$ cat config.mk
export PLATFORM = sky130hd
export DESIGN_NAME = rwm_mod
export DESIGN_NICKNAME = d
export VERILOG_FILES = /design/src/hdl/rwm_pkg.sv /design/src/hdl/rwm_mod.sv
export SDC_FILE = /design/constraint.sdc
export NUM_CORES = 1
export LEC_CHECK = 0
export BUFFER_PORTS_ARGS = -buffer_cell sky130_fd_sc_hd__buf_2
export CORE_ASPECT_RATIO = 0.6
export CORE_MARGIN = 2
export CORE_UTILIZATION = 30
export DETAILED_ROUTE_END_ITERATION = 6
export PLACE_DENSITY = 0.43
export SYNTH_ARGS = -nofsm -noshare
export SYNTH_HDL_FRONTEND = slang
export SYNTH_SLANG_ARGS = --single-unit
$ cat constraint.sdc
create_clock -name i_clk -period 8.4 [get_ports i_clk]
set_input_delay 1.68 -clock i_clk [delete_from_list [all_inputs] [get_ports i_clk]]
set_output_delay 1.68 -clock i_clk [all_outputs]
set_load 0.005 [all_outputs]
$ cat src/hdl/rwm_pkg.sv
`default_nettype none

package rwm_pkg;

    // request codes
    localparam logic [2:0] REQ_WR_WEIGHT = 3'd0;
    localparam logic [2:0] REQ_WR_BIAS   = 3'd1;
    localparam logic [2:0] REQ_RD_WEIGHT = 3'd2;
    localparam logic [2:0] REQ_RD_BIAS   = 3'd3;
    localparam logic [2:0] REQ_SEED      = 3'd4;
    localparam logic [2:0] REQ_MUTATE    = 3'd5;

    // status codes
    localparam logic STATUS_OK     = 1'b0;
    localparam logic STATUS_REJECT = 1'b1;

    // divisor select for the remainder unit
    localparam logic [1:0] MOD_SEL_TOTAL  = 2'd0;
    localparam logic [1:0] MOD_SEL_WEIGHT = 2'd1;
    localparam logic [1:0] MOD_SEL_BIAS   = 2'd2;

    // delta moduli and floor(2^32 / d) reciprocals
    localparam logic [9:0]  WEIGHT_MODULUS = 10'd17;
    localparam logic [9:0]  BIAS_MODULUS   = 10'd513;
    localparam logic [31:0] WEIGHT_RECIP   = 32'd252645135;
    localparam logic [31:0] BIAS_RECIP     = 32'd8372255;

    typedef struct packed {
        logic [2:0]         req_type;
        logic [9:0]         entry_index;
        logic signed [31:0] entry_value;
        logic [31:0]        seed_value;
        logic [12:0]        burst_len;
    } t_in_item;

    typedef struct packed {
        logic signed [31:0] read_value;
        logic               status;
    } t_out_item;

endpackage

`default_nettype wire

$ cat src/hdl/rwm_mod.sv
`default_nettype none

// Remainder of a 32-bit value by one of three fixed divisors.
// Reciprocal multiply, back-multiply, one correction: three stages.
module rwm_mod
    import rwm_pkg::*;
#(
    parameter int TOTAL = 1088,
    localparam int DIV_W = ($clog2(TOTAL + 1) > 10) ? $clog2(TOTAL + 1) : 10
) (
    input  wire logic             i_clk,
    input  wire logic             i_rst_n,
    input  wire logic             i_start,
    input  wire logic [31:0]      i_num,
    input  wire logic [1:0]       i_sel,
    output logic                  o_valid,
    output logic      [DIV_W-1:0] o_rem
);

    localparam logic [31:0]      TotalRecip = 32'(64'h1_0000_0000 / TOTAL);
    localparam logic [DIV_W-1:0] TotalDiv   = DIV_W'(TOTAL);

    logic [31:0]      recip;
    logic [DIV_W-1:0] divisor;
    logic [63:0]      prod;

    logic [2:0]       r_vld;
    logic [31:0]      r_q1;
    logic [31:0]      r_num1;
    logic [DIV_W-1:0] r_d1;
    logic [DIV_W:0]   r_rem2;
    logic [DIV_W-1:0] r_d2;
    logic [DIV_W-1:0] r_rem3;

    always_comb begin
        case (i_sel)
            MOD_SEL_WEIGHT: begin
                recip   = WEIGHT_RECIP;
                divisor = DIV_W'(WEIGHT_MODULUS);
            end
            MOD_SEL_BIAS: begin
                recip   = BIAS_RECIP;
                divisor = DIV_W'(BIAS_MODULUS);
            end
            default: begin
                recip   = TotalRecip;
                divisor = TotalDiv;
            end
        endcase
    end

    assign prod = 64'(i_num) * 64'(recip);

    always_ff @(posedge i_clk) begin
        if (!i_rst_n) begin
            r_vld <= '0;
        end else begin
            r_vld <= {r_vld[1:0], i_start};
        end
    end

    // quotient estimate is low by at most one, so the remainder is below 2*d
    always_ff @(posedge i_clk) begin
        r_q1   <= prod[63:32];
        r_num1 <= i_num;
        r_d1   <= divisor;
        r_rem2 <= r_num1[DIV_W:0] - (DIV_W+1)'(r_q1[DIV_W:0] * {1'b0, r_d1});
        r_d2   <= r_d1;
        r_rem3 <= (r_rem2 >= {1'b0, r_d2}) ? DIV_W'(r_rem2 - {1'b0, r_d2})
                                           : r_rem2[DIV_W-1:0];
    end

    assign o_valid = r_vld[2];
    assign o_rem   = r_rem3;

endmodule

`default_nettype wire

==> results.ini <==
[place]
place_inst=3640
port_buffers=48
gp_congestion=0.932
post-place-ws_ns=-0.874
hpwl_mm=70.4
dpl-instance-area_um2=26300

[floorplan]
io_pins=49
fp.dieH_um=216
initial_utilization_pct=30.5
die-area_um2=77500
row_count=77
die_w_um=358
coreArea_um2=74100

[timing]
final.setup.tns_ns=0
fin_worst_skew_ns=0.00793
fin_crit_sh_pct=97.7
slew_violations=0
setup_slack_ns=0.192
min_period_ns=8.21
hold_violations=0
fmax_mhz=122
finalSetupViolCount=0
worst_slew_pin_slew_ns=0.577
relSlewSlack_pct=60.6

[yosys]
synth_edf_count=0
syn_inst=2336
postSynth.asyncResetShare_pct=0
synth_commonest_cells=inv_1 (888), fa_1 (582), ha_1 (264), nand2_1 (116)
synth.most_common_cell=inv_1
ys_warn_count=0
synth.area.top_cells=fa_1 (52%), inv_1 (15%), ha_1 (15%), dfxtp_1 (5.1%), xnor2_1 (2.1%)
synth_ff_type=dfxtp_1
yosysTopAreaCellShare_pct=51.6
syn_area_um2=22600
synth_cell_types=53
yosysSeqAreaShare_pct=5.14
ys_ff_latch=58
syn-num-nets=3219
synth_top_cell_by_area=fa_1
avgSynthCellArea_um2=9.66

[clocking]
cts_tree=built
cts_inserted_buffers=9
cts.sinks=58
ctsHtreeMaxLevel=3
clock_latency_ns=0.32
clk_pin_slew_ns=0.05
cts_max_path_buffers=2
cts_root_buffer=clkbuf_16

[global_routing]
grt_pass1_wl_mm=114
grt_pass1_vias=17520
grtUsageMet1_pct=34.1
antenna_found_initial=2
grt_overflow=0
grt_max_degree=18
met3_usage_pct=7.01
gr-usage-all-layers_pct=20.3
busiest_layer=met1
use_met2_pct=25.0

[worst_hold_path]
min_path_type=reg -> reg

[detailed_routing]
vias=15676
ant_nets=0
dr.pass1.iters=5
drc=0
drt_iter0_drc=1128
wl_per_cell_um=20.6
avgViaCountPerCell=4.28
drt-total-wl_mm=75.2

[outcome]
status=complete, no violations

[final_layout]
final_area_um2=26900
drive_gt1_share_pct=15.7
nets=3548
area_delta_synth_final_pct=19.0
stdcell_count=3660

[setup_path]
worstRegToRegCells=14
r2r_slack_ns=4.72
crit_fanout=12
cp.required_ns=8.60
start_kind=input port
r2r-end=r_rem2[10]$_DFF_P_
r2r-start=r_d1[0]$_DFF_P_
endpoint=r_q1[2]$_DFF_P_
worstSetupStartpoint=i_sel[0]
end_kind=flop
path_class=in -> reg
critPathArrivalTime_ns=8.41

[job]
max_cap_viol_count=0

==> what timing repair did <==
item	CTS	global route
pin swaps	0	12
endpoints found under the setup margin	12	12
hold buffers	0	0
setup buffers	0	1
endpoints found under the hold margin	0	0
gates resized for setup	20	51
==> registers in the layout, summed over array words and instances, names as in the netlist <==
register,cells
r_q1,12
r_d1,4
o_rem,11
r_rem2,12
r_num1,12
r_d2,4
r_vld,3
==> layout by cell type, fill, tap and decap left out, drive strengths merged, types with 3 or more instances in the layout <==
cell type	instances
xnor2	56
o21a	6
or2	5
nand2b	38
and2	68
fa	582
a21o	7
o22ai	3
o21ai	22
dfxtp	58
ha	264
and4	4
o211ai	5
nor2	67
nand3b	3
o21bai	4
nor3	9
diode	3
a211o	3
clkbuf	11
a211oi	5
a21oi	27
clkinv	4
a2111oi	3
xor2	24
and3	4
a31oi	3
nand4	3
buf	345
inv	890
nand2	117
nand3	8
==> per-stage QoR <==
stage	utilization, %	hold slack [ns]
6_report	36.3	0.428
5_1_grt	36.3	0.434
4_1_cts	35.9	0.423
3_5_place_dp	35.5	0.411
3_3_place_gp	35.5	0.407
2_1_floorplan	-	0.355
==> critical path: stages <==
cell and delay (ns):
buf_2 0.12, inv_1 0.09, ha_2 0.22, buf_12 0.16, nand2b_2 0.23, buf_4 0.17, fa_1 0.53, inv_1 0.05
fa_1 0.50, inv_1 0.05, fa_1 0.49, fa_1 0.52, inv_1 0.05, fa_1 0.54, fa_1 0.51, inv_1 0.05
fa_1 0.48, inv_1 0.05, ha_1 0.28, buf_4 0.16, nor2b_1 0.12, o21ai_0 0.47, nand2_1 0.10, a221oi_1 0.31
buf_4 0.17, o221ai_1 0.13, xor2_1 0.16
==> worst min path at each step <==
stage	start	endpoint	depth (start not counted)
2_1_floorplan	r_d1[9]$_DFF_P_	r_d2[9]$_DFF_P_	0
3_3_place_gp	r_d1[9]$_DFF_P_	r_d2[9]$_DFF_P_	0
3_5_place_dp	r_d1[9]$_DFF_P_	r_d2[9]$_DFF_P_	0
4_1_cts	r_d1[9]$_DFF_P_	r_d2[9]$_DFF_P_	0
5_1_grt	r_d1[9]$_DFF_P_	r_d2[9]$_DFF_P_	0
6_report	r_d1[9]$_DFF_P_	r_d2[9]$_DFF_P_	0
==> layer usage <==
layer / up-vias / share of wire (%)
li1: 7234 / -
met1: 7997 / 54
met2: 425 / 35
met3: 20 / 10
met4: 0 / 0.43
met5: - / 0
==> cell families after synthesis <==
logic type	synth area share, %
multiplexers	0.0499
buffers and inverters	15.2
adder cells (fa/ha/maj)	66.3
flip-flops	5.14
AO/OA/AOI/OAI	2.73
AND/OR/NAND/NOR	7.33
XOR/XNOR	3.24
==> final cells by class <==
type                    count  area (um^2)
fillers                  7583        47200
multi-input cells        1361        18200
inverters                 890         3340
repair buffers            345         2590
well taps                 987         1230
flip-flops and latches     58         1160
clock buffers              11          243
clock inverters             5         53.8
diodes                      3         7.51
Power is left out: the tool's default activity adds up to more than one toggle a clock period on the data nets, which glitch-free logic cannot reach.
